### src/sws_pkg.sv
// ----------------------------------------------------------------------------
// sws_pkg
// Shared constants, command and result codes and the burst descriptor for
// the sliding window sender.
// ----------------------------------------------------------------------------
package sws_pkg;

  localparam int WINDOW        = 8;
  localparam int CHUNK_PACKETS = 512;

  // Base counter holds 0 .. CHUNK_PACKETS-1.
  localparam int BASE_W = $clog2(CHUNK_PACKETS + 1);
  localparam int SLOT_W = $clog2(WINDOW + 1);
  localparam int CMD_W  = 2;
  localparam int SEQ_W  = 16;

  localparam logic [CMD_W-1:0] CMD_START   = 2'd0;
  localparam logic [CMD_W-1:0] CMD_ACK     = 2'd1;
  localparam logic [CMD_W-1:0] CMD_TIMEOUT = 2'd2;

  localparam logic KIND_SEND = 1'b0;
  localparam logic KIND_DONE = 1'b1;

  // One input's worth of results: a set of window slots to send from a base,
  // or a single done result.
  typedef struct packed {
    logic [BASE_W-1:0] base;
    logic [WINDOW-1:0] mask;
    logic              done;
  } burst_t;

endpackage

### src/sws_emitter.sv
// ----------------------------------------------------------------------------
// sws_emitter
// Result register: holds one burst and hands out its results one transfer
// per cycle while out_ready is high, lowest window slot first.
// ----------------------------------------------------------------------------
module sws_emitter
  import sws_pkg::*;
(
  input  logic             clk,
  input  logic             rst_n,
  input  logic             load,
  input  burst_t           load_burst,
  output logic             free,
  output logic             out_valid,
  input  logic             out_ready,
  output logic             out_kind,
  output logic [SEQ_W-1:0] out_seq_number,
  output logic             out_last
);

  logic              vld_r, vld_nxt;
  burst_t            burst_r, burst_nxt;
  logic [WINDOW-1:0] rest;
  logic [WINDOW-1:0] low_bit;
  logic [SLOT_W-1:0] slot;
  logic              last_now;
  logic              fire;

  assign rest     = burst_r.mask & (burst_r.mask - WINDOW'(1));
  assign low_bit  = burst_r.mask & ~rest;
  assign last_now = burst_r.done || (rest == '0);
  assign fire     = vld_r && out_ready;
  assign free     = !vld_r || (fire && last_now);

  always_comb begin
    slot = '0;
    for (int j = 0; j < WINDOW; j++) begin
      if (low_bit[j]) begin
        slot = SLOT_W'(j);
      end
    end
  end

  assign out_valid      = vld_r;
  assign out_kind       = burst_r.done ? KIND_DONE : KIND_SEND;
  assign out_seq_number = burst_r.done ? '0
                        : SEQ_W'(burst_r.base) + SEQ_W'(slot) + SEQ_W'(1);
  assign out_last       = last_now;

  always_comb begin
    vld_nxt   = vld_r;
    burst_nxt = burst_r;
    if (load) begin
      vld_nxt   = 1'b1;
      burst_nxt = load_burst;
    end else if (fire) begin
      burst_nxt.mask = rest;
      if (last_now) begin
        vld_nxt = 1'b0;
      end
    end
  end

  always_ff @(posedge clk) begin
    if (!rst_n) begin
      vld_r <= 1'b0;
    end else begin
      vld_r <= vld_nxt;
    end
    burst_r <= burst_nxt;
  end

endmodule

### src/sliding_window_sender.sv
// ----------------------------------------------------------------------------
// sliding_window_sender
// Sender side of a cumulative-ack sliding window for one chunk transfer.
// ----------------------------------------------------------------------------
// Each command is registered; the window state is updated and the set of
// packets to send is loaded into the result register in the same cycle, once
// that register is free. The result register then delivers one result per
// cycle while out_ready is high. A command thus occupies the result side
// until all its results are out (up to WINDOW; a done result stands alone);
// commands with no result pass without waiting for the result register.
// A new command is taken every cycle that the result register is free or is
// handing out its final result, so back-to-back windows stream without gaps.
// Sequence numbers are one-based; the done result carries sequence zero and
// the block then goes idle until the next start.
module sliding_window_sender
  import sws_pkg::*;
(
  input  logic             clk,
  input  logic             rst_n,
  input  logic             in_valid,
  output logic             in_ready,
  input  logic [CMD_W-1:0] in_cmd,
  input  logic [SEQ_W-1:0] in_ack_number,
  output logic             out_valid,
  input  logic             out_ready,
  output logic             out_kind,
  output logic [SEQ_W-1:0] out_seq_number,
  output logic             out_last
);

  logic              in_vld_r;
  logic [CMD_W-1:0]  in_cmd_r;
  logic [SEQ_W-1:0]  in_ack_r;

  logic [BASE_W-1:0] base_r, base_nxt;
  logic [WINDOW-1:0] marks_r, marks_nxt;
  logic              active_r, active_nxt;

  logic [WINDOW-1:0] marks_tmp;
  logic [WINDOW-1:0] range_mask;
  logic [WINDOW-1:0] emit;
  logic              emit_en;
  logic              only_unsent;
  logic              done;
  logic [SEQ_W-1:0]  step;
  logic              has_results;
  logic              em_free;
  logic              advance;
  logic              load;
  burst_t            load_burst;

  assign step = in_ack_r - SEQ_W'(base_r);

  always_comb begin
    base_nxt    = base_r;
    marks_tmp   = marks_r;
    active_nxt  = active_r;
    emit_en     = 1'b0;
    only_unsent = 1'b1;
    done        = 1'b0;
    unique case (in_cmd_r)
      CMD_START: begin
        base_nxt   = '0;
        marks_tmp  = '0;
        active_nxt = 1'b1;
        emit_en    = 1'b1;
      end
      CMD_ACK: begin
        if (active_r && (in_ack_r > SEQ_W'(base_r))) begin
          if (in_ack_r >= SEQ_W'(CHUNK_PACKETS)) begin
            base_nxt   = '0;
            marks_tmp  = '0;
            active_nxt = 1'b0;
            done       = 1'b1;
          end else begin
            base_nxt  = BASE_W'(in_ack_r);
            // A shift of WINDOW or more leaves no mark.
            marks_tmp = marks_r >> step;
            emit_en   = 1'b1;
          end
        end
      end
      CMD_TIMEOUT: begin
        if (active_r) begin
          emit_en     = 1'b1;
          only_unsent = 1'b0;
        end
      end
      default: begin
      end
    endcase
  end

  always_comb begin
    for (int j = 0; j < WINDOW; j++) begin
      range_mask[j] = (32'(base_nxt) + 32'(j)) < 32'(CHUNK_PACKETS);
    end
  end

  assign emit        = !emit_en ? '0
                     : (only_unsent ? (range_mask & ~marks_tmp) : range_mask);
  assign marks_nxt   = marks_tmp | emit;
  assign has_results = done || (emit != '0);

  assign advance  = in_vld_r && (!has_results || em_free);
  assign load     = in_vld_r && has_results && em_free;
  assign in_ready = !in_vld_r || advance;

  assign load_burst.base = base_nxt;
  assign load_burst.mask = emit;
  assign load_burst.done = done;

  always_ff @(posedge clk) begin
    if (!rst_n) begin
      in_vld_r <= 1'b0;
      base_r   <= '0;
      marks_r  <= '0;
      active_r <= 1'b0;
    end else begin
      if (in_ready) begin
        in_vld_r <= in_valid;
      end
      if (advance) begin
        base_r   <= base_nxt;
        marks_r  <= marks_nxt;
        active_r <= active_nxt;
      end
    end
    if (in_valid && in_ready) begin
      in_cmd_r <= in_cmd;
      in_ack_r <= in_ack_number;
    end
  end

  sws_emitter u_emitter (
    .clk            (clk),
    .rst_n          (rst_n),
    .load           (load),
    .load_burst     (load_burst),
    .free           (em_free),
    .out_valid      (out_valid),
    .out_ready      (out_ready),
    .out_kind       (out_kind),
    .out_seq_number (out_seq_number),
    .out_last       (out_last)
  );

endmodule

### config.mk
export PLATFORM = sky130hd
export DESIGN_NAME = sliding_window_sender
export DESIGN_NICKNAME = d
export VERILOG_FILES = /design/src/sws_pkg.sv /design/src/sws_emitter.sv /design/src/sliding_window_sender.sv
export SDC_FILE = /design/constraint.sdc
export NUM_CORES = 1
export LEC_CHECK = 0
export CORE_MARGIN = 3
export CORE_UTILIZATION = 29
export DETAILED_ROUTE_END_ITERATION = 10
export DONT_BUFFER_PORTS = 1
export PLACE_DENSITY = 0.45
export SLEW_MARGIN = 20
export SYNTH_ARGS = -nofsm -noshare
export SYNTH_HDL_FRONTEND = slang
export SYNTH_SLANG_ARGS = --single-unit
export TNS_END_PERCENT = 5
### constraint.sdc
create_clock -name clk -period 5.2 [get_ports clk]
set_input_delay 1.04 -clock clk [delete_from_list [all_inputs] [get_ports clk]]
set_output_delay 1.04 -clock clk [all_outputs]
set_load 0.01 [all_outputs]
==> results of run 1 <==
power breakdown:
| group | switching [W] | internal [W] |
|---|---|---|
| combinational | 0.000155 | 0.0000996 |
| sequential | 0.0000300 | 0.000525 |
| clock | 0.000213 | 0.000464 |
| total | 0.000398 | 0.00109 |
layout by cell type, fill, tap and decap left out, types with 7 or more instances in the layout:
master,n
a21o_1,10
a21oi_1,24
and3_1,7
buf_4,29
clkbuf_16,9
dfxtp_1,21
edfxtp_1,37
ha_1,13
inv_1,25
mux2i_1,13
nand2_1,45
nand3_1,21
nor2_1,44
nor3_1,9
o21ai_0,33
o31ai_1,11
xnor2_1,10
xor2_1,9
Yosys cell counts, types with 3 or more instances:
| library cell | number |
|---|---|
| mux2i_1 | 13 |
| nand3_1 | 22 |
| edfxtp_1 | 37 |
| buf_2 | 3 |
| a21o_1 | 11 |
| nand3b_1 | 3 |
| a21oi_1 | 26 |
| nor2_1 | 47 |
| and2_1 | 4 |
| o21ai_0 | 34 |
| xnor2_1 | 10 |
| a31o_2 | 3 |
| buf_4 | 7 |
| nand2_1 | 45 |
| nor4_1 | 3 |
| and3_1 | 7 |
| mux2_2 | 3 |
| a2111oi_0 | 5 |
| o211ai_1 | 3 |
| inv_1 | 25 |
| nand4_1 | 4 |
| a211oi_1 | 6 |
| ha_1 | 14 |
| o22ai_1 | 6 |
| o2bb2ai_1 | 6 |
| or3_1 | 3 |
| xor2_1 | 9 |
| or4_1 | 3 |
| nand2b_1 | 7 |
| clkbuf_1 | 7 |
| nor3_1 | 10 |
| dfxtp_1 | 21 |
| or2_2 | 3 |
| a31oi_1 | 5 |
| o31ai_1 | 11 |
worst reg2reg max path, stage by stage (launching register included):
cell and delay (ns):
edfxtp_1 0.38, inv_1 0.09, ha_1 0.23, fa_2 0.38, nand2b_1 0.21, a21oi_2 0.19, o211ai_1 0.10, buf_4 0.19
buf_4 0.16, a211oi_4 0.21, nand3_2 0.14, or4_4 0.53, a31oi_2 0.24, a41oi_1 0.14, a31oi_1 0.23, or2_4 0.19
and2_1 0.72
area by class of cell:
cell class | instances | area, sq um | share of cell area [%]
inverter | 25 | 93.8 | 1.91
tap | 180 | 225 | 4.58
timing repair buffer | 29 | 218 | 4.43
clock inverter | 6 | 105 | 2.14
multi-input combinational | 373 | 2520 | 51.2
sequential | 58 | 1530 | 31.1
clock buffer | 10 | 229 | 4.65
state kept, by name (all words and copies together), names as in the netlist:
register             count
u_emitter.burst_r       19
u_emitter.out_valid      1
in_ack_r                16
base_r                  10
marks_r                  8
in_vld_r                 1
active_r                 1
in_cmd_r                 2
cells by family (layout without fill, tap and decap cells):
kind of cell	Yosys count	in the layout
buf+inv	43	70
flops	58	58
mux	16	16
fa+ha+maj	18	18
xor+xnor	19	19
compound gates	142	142
simple gates	173	173
other cells	1	5
final timing paths:
path                        start            endpoint
max reg2reg           in_ack_r[0]        in_ack_r[14]
max          u_emitter.burst_r[4]  out_seq_number[10]
min                    marks_r[0]          marks_r[0]
min reg2reg            marks_r[0]          marks_r[0]
metrics by stage:
step / instance area (sq um) / power (W) / cells
after floorplan: 4160 / 0.000741 / 474
after global placement: 4430 / 0.000802 / 655
after detailed placement: 4430 / 0.000803 / 655
after CTS: 4820 / 0.00150 / 676
after global routing: 4920 / 0.00156 / 681
final: 4920 / 0.00149 / 681
timing repair:
action,4_1_cts,5_1_grt
setup buffers,5,5
setup endpoints to repair,3,22
pin swaps,2,5
gates resized for setup,7,18
routing by layer:
| layer | track usage, % | up-vias |
|---|---|---|
| li1 | - | 1794 |
| met1 | 19.1 | 1676 |
| met2 | 22.0 | 79 |
| met3 | 4.74 | 14 |
| met4 | 5.55 | 2 |
| met5 | 0 | - |
==> run metrics, run 1 <==
biggest area contributors in the synthesized netlist=edfxtp_1, dfxtp_1, nor2_1; synthesized-area fraction occupied by and/or/nand/nor cells=20.6%; power density cells=302 mW/mm^2; average via count per standard cell=5.23; final setup violation count=0; detailed route wirelength on metal3=627 um; largest buffer count on any clock path=2; final layout net count=534; CTS clock-pin slew for the worst setup and hold paths=0.05 ns; Seq/Total Area, Yosys=37.0%; stages on the worst setup path=19; startpoint type of the worst setup path=register; transition time of the tightest slew-check pin=0.906 ns; post-synth design cell area=0.00414 sq mm; worst reg2reg path depth=16; number of register bits inferred by synthesis=58; overflow left after global routing=0; main flop type after synthesis=edfxtp_1; syn avg cell area=8.82 sq um; share of the clock period used by the worst path after layout=96.1%; Starting Density=29.7%; share of the synthesized area in compound gates (AO/OA/AOI/OAI)=24.1%; antenna diode count=0; number of warnings reported in the yosys synthesis log=0; worst reg2reg setup slack=0.50 ns; antenna violations before repair=1; static leakage=1.80 nW; area share of xor/xnor cells in the synthesized design=4.02%; maximum net fanout on the critical path=5; Rel. slew slack=39.6%; count of distinct cell types in the synthesized netlist=73; cell chosen for the clock root=clkbuf_16; number of synthesized flops with an enable pin=37; post-route worst hold slack=0.463 ns; main combinational cell family by area after synthesis=compound AO/OA/AOI/OAI gates; routed wl met2=4980 um; cell type with the highest aggregate area in the netlist=edfxtp_1; run status=finished clean; cell count after synthesis=470; final-report max-slew violation count=0; arrival time reported for the critical path endpoint=3.96 ns; detailed-placement wirelength estimate=8690 um; CTS Buf Count=9; number of primary I/O pins=42; delay of the slowest cell on the worst path=0.54 ns; setup clock skew after layout=0.00688 ns; chip width=126 um; number of filler instances in the final layout=1425; required time of the worst setup path=4.16 ns; pin count of the biggest net entering global routing=19; number of standard-cell rows in the floorplan=43; clock insertion delay at the later pin of the skew report=0.34 ns; path type of the worst min-delay path=reg2reg; number of buffer and inverter instances along the worst setup path=1; fraction of synthesis flops using an asynchronous set or reset pin=0%; sum of negative setup slack=0 ns; capturing element type of the critical path=output port; GRT Util Overall=14.5%; maximum level of the CTS H-tree=3; IO buf count=0; Max IR drop VDD=153 uV; number of design rule violations left after detail routing=0; share of the synthesized area in the top cell type=26.8%; achievable clock frequency=0.200 GHz; die area=0.0158 sq mm; layout-stage area growth over the synthesis result=18.7%; count of maximum capacitance violations=0; Finished Core Util=35.3%; drt wl/cell=16.5 um; most prevalent standard cell on the critical path=nand2_1; TritonCTS clock tree=built; multiplexer fraction of the synthesized cell area=3.96%; unrepaired setup endpoints after global routing=true; hold violation total from the final report=0; routed via count=3565; floorplan core area=0.0139 sq mm; startpoint-to-endpoint class of the critical path=reg2out; die boundary height=126 um; total clock sinks=58; minimum setup slack after placement=0.153 ns; Synth Area in Adders=5.68%; fraction of layout instances using a drive strength above 1=16.8%; wire length the detailed router placed on met1=5430 um; highest-delay cell along the critical path=or4_4; ANT nets after route=0; CTS Hold Buffers Added=0; drt initial violations=255; RePlAce Congestion=0.866; detailed-route wire length=11200 um; wire length of the first global-routing pass=18100 um; dominant delay contributor by cell family on the critical path=simple AND/OR/NAND/NOR gates; min setup slack post-route=0.201 ns; final critical delay including setup and external delays=5.00 ns; vias in the first global route=3523; Hold Crit Depth=1; cell-by-cell listing of the critical path=or4_4 > nand2b_4 > nor2_1 > nand2_1 > o21ai_0 > ha_2 > inv_1 > fa_1 > nand2b_1 > nand2b_1 > nand2_1 > nor3_1 > o21ai_0 > or2_2 > nor2_2 > nand3_1 > o22ai_1 > nand2_1 > nor2_2; detailed-router iteration count before antenna repair=4; top routing layer used=met5
No activity file was read; power rests on OpenSTA's default activity.
==> run 2, diff against run 1 <==
--- a/config.mk
+++ b/config.mk
@@ -5,6 +5,7 @@
 export SDC_FILE = /design/constraint.sdc
 export NUM_CORES = 1
 export LEC_CHECK = 0
+export ABC_AREA = 1
 export CORE_MARGIN = 3
 export CORE_UTILIZATION = 29
 export DETAILED_ROUTE_END_ITERATION = 10
==> run 2 against run 1 <==
Against the previous run: clock skew up 0.00068 ns; die area up 13%; maximum frequency grew 4.0%; register-to-register slack improved by 0.45 ns; combinational power rose by 42%; area after synthesis increased by 14%; largest cell class unchanged; largest power group unchanged; final cell count grew 43%; setup slack better by 0.19 ns.
==> run metrics, run 2 <==
instance area at placement=0.00495 sq mm (+12%); achievable clock frequency=0.208 GHz (+4.0%); largest registers in the final layout=u_emitter.burst_r (19), in_ack_r (16), base_r (10); number of primary I/O pins=42 (unchanged); worst reg2reg path depth=31 (+15); number of standard-cell rows in the floorplan=46 (+7.0%); floorplan core area=0.0159 sq mm (+14%); cell type with the highest aggregate area in the netlist=edfxtp_1; number of warnings reported in the yosys synthesis log=0 (unchanged); biggest area contributors in the synthesized netlist=edfxtp_1, nand2_1, inv_1; chip width=134 um (+6.4%); number of synthesized flops with an enable pin=37 (unchanged); run status=finished clean; cell chosen for the clock root=clkbuf_16; power density cells=287 mW/mm^2 (-4.9%); fraction of synthesis flops using an asynchronous set or reset pin=0% (unchanged); unrepaired setup endpoints after global routing=true; startpoint type of the worst setup path=register; leading cell type in the layout, fill and taps excluded=nand2_1; number of design rule violations left after detail routing=0 (unchanged); min setup slack post-route=0.392 ns (+0.191 ns); routed via count=4462 (+25%); reg2reg start=in_ack_r[0]; register with the most flip-flops=u_emitter.burst_r; share of the synthesized area in the top cell type=23.5% (-3.3 points); average via count per standard cell=4.59 (-12%); dominant delay contributor by cell family on the critical path=simple AND/OR/NAND/NOR gates; required time of the worst setup path=4.16 ns (about the same); area share of xor/xnor cells in the synthesized design=1.11% (-2.9 points); final-report max-slew violation count=0 (unchanged); CTS Buf Count=9 (unchanged); number of filler instances in the final layout=1747 (+23%); Sequential Area=0.00153 sq mm (unchanged); share of the clock period used by the worst path after layout=92.5% (-3.7 points); cell-by-cell listing of the critical path=nor2_2 > inv_1 > nor3_2 > inv_1 > nor2_1 > inv_1 > nor2_1 > nand2_1 > o211ai_1 > ha_2 > inv_1 > fa_1 > or2_4 > a21oi_4 > nand3_2 > xor2_2 > inv_2 > nor4_2 > inv_1 > buf_4 > a21oi_1; Starting Density=29.7% (about the same); main combinational cell family by area after synthesis=simple AND/OR/NAND/NOR gates; number of register bits inferred by synthesis=58 (unchanged); path type of the worst min-delay path=reg2reg; most frequent cell after synthesis=nand2_1; Hold Crit Depth=2 (+1); commonest cells in the netlist=nand2_1, inv_1, nor2_1; Synth Area in Adders=4.56% (-1.1 points); minimum setup slack after placement=0.337 ns (+0.184 ns); die area=0.0179 sq mm (+13%); maximum level of the CTS H-tree=3 (unchanged); most prevalent standard cell on the critical path=inv_1; detailed-route wire length=12600 um (+12%); wire length of the first global-routing pass=21000 um (+16%); delay of the slowest cell on the worst path=0.43 ns (-0.11 ns); count of maximum capacitance violations=0 (unchanged); number of buffer and inverter instances along the worst setup path=7 (+6); post-synth design cell area=0.00472 sq mm (+14%); detailed-router iteration count before antenna repair=5 (+1); cell count after synthesis=745 (+59%); Rel. slew slack=41.4% (+1.8 points); vias in the first global route=4258 (+21%); setup clock skew after layout=0.00756 ns (+0.000680 ns); TritonCTS clock tree=built; clock insertion delay at the later pin of the skew report=0.34 ns (about the same); post-route worst hold slack=0.491 ns (+0.0282 ns); reg-to-reg critical path endpoint=u_emitter.burst_r[7]; final layout net count=790 (+48%); maximum net fanout on the critical path=4 (-1); launch point of the worst hold path=marks_r[0]; Seq/Total Area, Yosys=32.4% (-4.5 points); antenna diode count=0 (unchanged); CTS clock-pin slew for the worst setup and hold paths=0.05 ns (about the same); most used cells in the layout excluding fill and tap cells=nand2_1, inv_1, nor2_1, nand3_1, edfxtp_1; arrival time reported for the critical path endpoint=3.77 ns (-0.19 ns); hold violation total from the final report=0 (unchanged); main flop type after synthesis=edfxtp_1; share of the synthesized area in compound gates (AO/OA/AOI/OAI)=6.91% (-17 points); area of the multi-input gates=0.00273 sq mm (+8.5%); drt initial violations=247 (-3.1%); total clock sinks=58 (unchanged); capturing element type of the critical path=output port; static leakage=2.47 nW (+37%); drt wl/cell=13.0 um (-21%); ANT nets after route=0 (unchanged); highest-delay cell along the critical path=edfxtp_1; worst reg2reg setup slack=0.95 ns (+0.45 ns); IO buf count=0 (unchanged); startpoint-to-endpoint class of the critical path=reg2out; syn avg cell area=6.34 sq um (-28%); detailed-placement wirelength estimate=10100 um (+16%); die boundary height=134 um (+6.4%); GRT Util Overall=14.6% (+0.076 points); CTS Hold Buffers Added=0 (unchanged); largest buffer count on any clock path=2 (unchanged); number of flip-flops in the largest register=19 (unchanged); post-route cell area=0.00537 sq mm (+9.1%); antenna violations before repair=0 (-1); multiplexer fraction of the synthesized cell area=0% (-4.0 points); final setup violation count=0 (unchanged); count of distinct cell types in the synthesized netlist=39 (-47%); Max IR drop VDD=157 uV (+2.4%); pin count of the biggest net entering global routing=23 (+4); worst min-delay path endpoint=marks_r[0]; synthesized-area fraction occupied by and/or/nand/nor cells=43.0% (+22 points); transition time of the tightest slew-check pin=0.878 ns (-0.0276 ns); RePlAce Congestion=0.915 (+5.7%); fraction of layout instances using a drive strength above 1=9.91% (-6.9 points); final critical delay including setup and external delays=4.81 ns (-0.191 ns); overflow left after global routing=0 (unchanged); layout-stage area growth over the synthesis result=13.6%
run 2: changes by cell type in the layout (fill, tap and decap cells not counted), sizes merged, moves of 10 or more:
cell   before  now
inv        25  122
mux2i      13    0
a21o       11    0
buf        29    8
nand3      22   76
o31ai      11    1
nand2      46  238
nor2       47  116
run 2: how the worst max path moves through the flow:
stage	from	to	cells past startpoint
after floorplan	u_emitter.burst_r[2]	out_seq_number[10]	22
after global placement	u_emitter.burst_r[2]	out_seq_number[10]	22
after detailed placement	u_emitter.burst_r[2]	out_seq_number[10]	22
after CTS	u_emitter.burst_r[2]	out_seq_number[9]	22
after global routing	u_emitter.burst_r[3]	out_seq_number[9]	22
final	u_emitter.burst_r[3]	out_seq_number[7]	21
run 2: logic make-up after synthesis:
logic type / after synthesis
other cells: 1
buf+inv: 139
compound gates: 57
simple gates: 468
fa+ha+maj: 16
flops: 58
xor+xnor: 6
run 2: repair_timing:
| action | in CTS | in global routing |
|---|---|---|
| buffers inserted | 0 | 3 |
| gates cloned | 0 | 0 |
| pin swaps | 0 | 7 |
| resized for setup | 1 | 17 |
| setup endpoints to repair | 1 | 5 |
run 2: metrics by stage:
stage | power [W] | cells | utilization, % | TNS, ns
2_1_floorplan | 0.000842 | 749 | - | 0
3_3_place_gp | 0.000916 | 954 | 31.1 | 0
3_5_place_dp | 0.000919 | 954 | 31.1 | 0
4_1_cts | 0.00155 | 970 | 33.1 | 0
5_1_grt | 0.00164 | 973 | 33.8 | -0.133
6_report | 0.00154 | 973 | 33.8 | 0
run 2: final cells by class:
type,instances,share of cell area [%]
Multi-Input combinational cell,552,50.9
Sequential cell,58,28.5
Inverter,123,8.63
Clock buffer,14,5.11
Tap cell,216,5.04
Timing Repair Buffer,8,1.12
Clock inverter,2,0.653
run 2: tightest hold or removal path, cell delays in order, from the launching register on:
cell     delay (ns)
dfxtp_1        0.33
nor2_1         0.05
nor2_1         0.07
run 2: power breakdown:
| part | internal (W) | switching, W | total, W |
|---|---|---|---|
| clock | 0.000409 | 0.000210 | 0.000619 |
| combinational | 0.000118 | 0.000244 | 0.000362 |
| sequential | 0.000530 | 0.0000313 | 0.000561 |
run 2: metal layers:
layer	global-route usage [%]	wire, um	up-vias
met5	0	0	-
met4	5.49	274	0
met3	3.29	441	23
met2	23.5	5770	87
met1	19.0	6150	1999
li1	-	-	2353
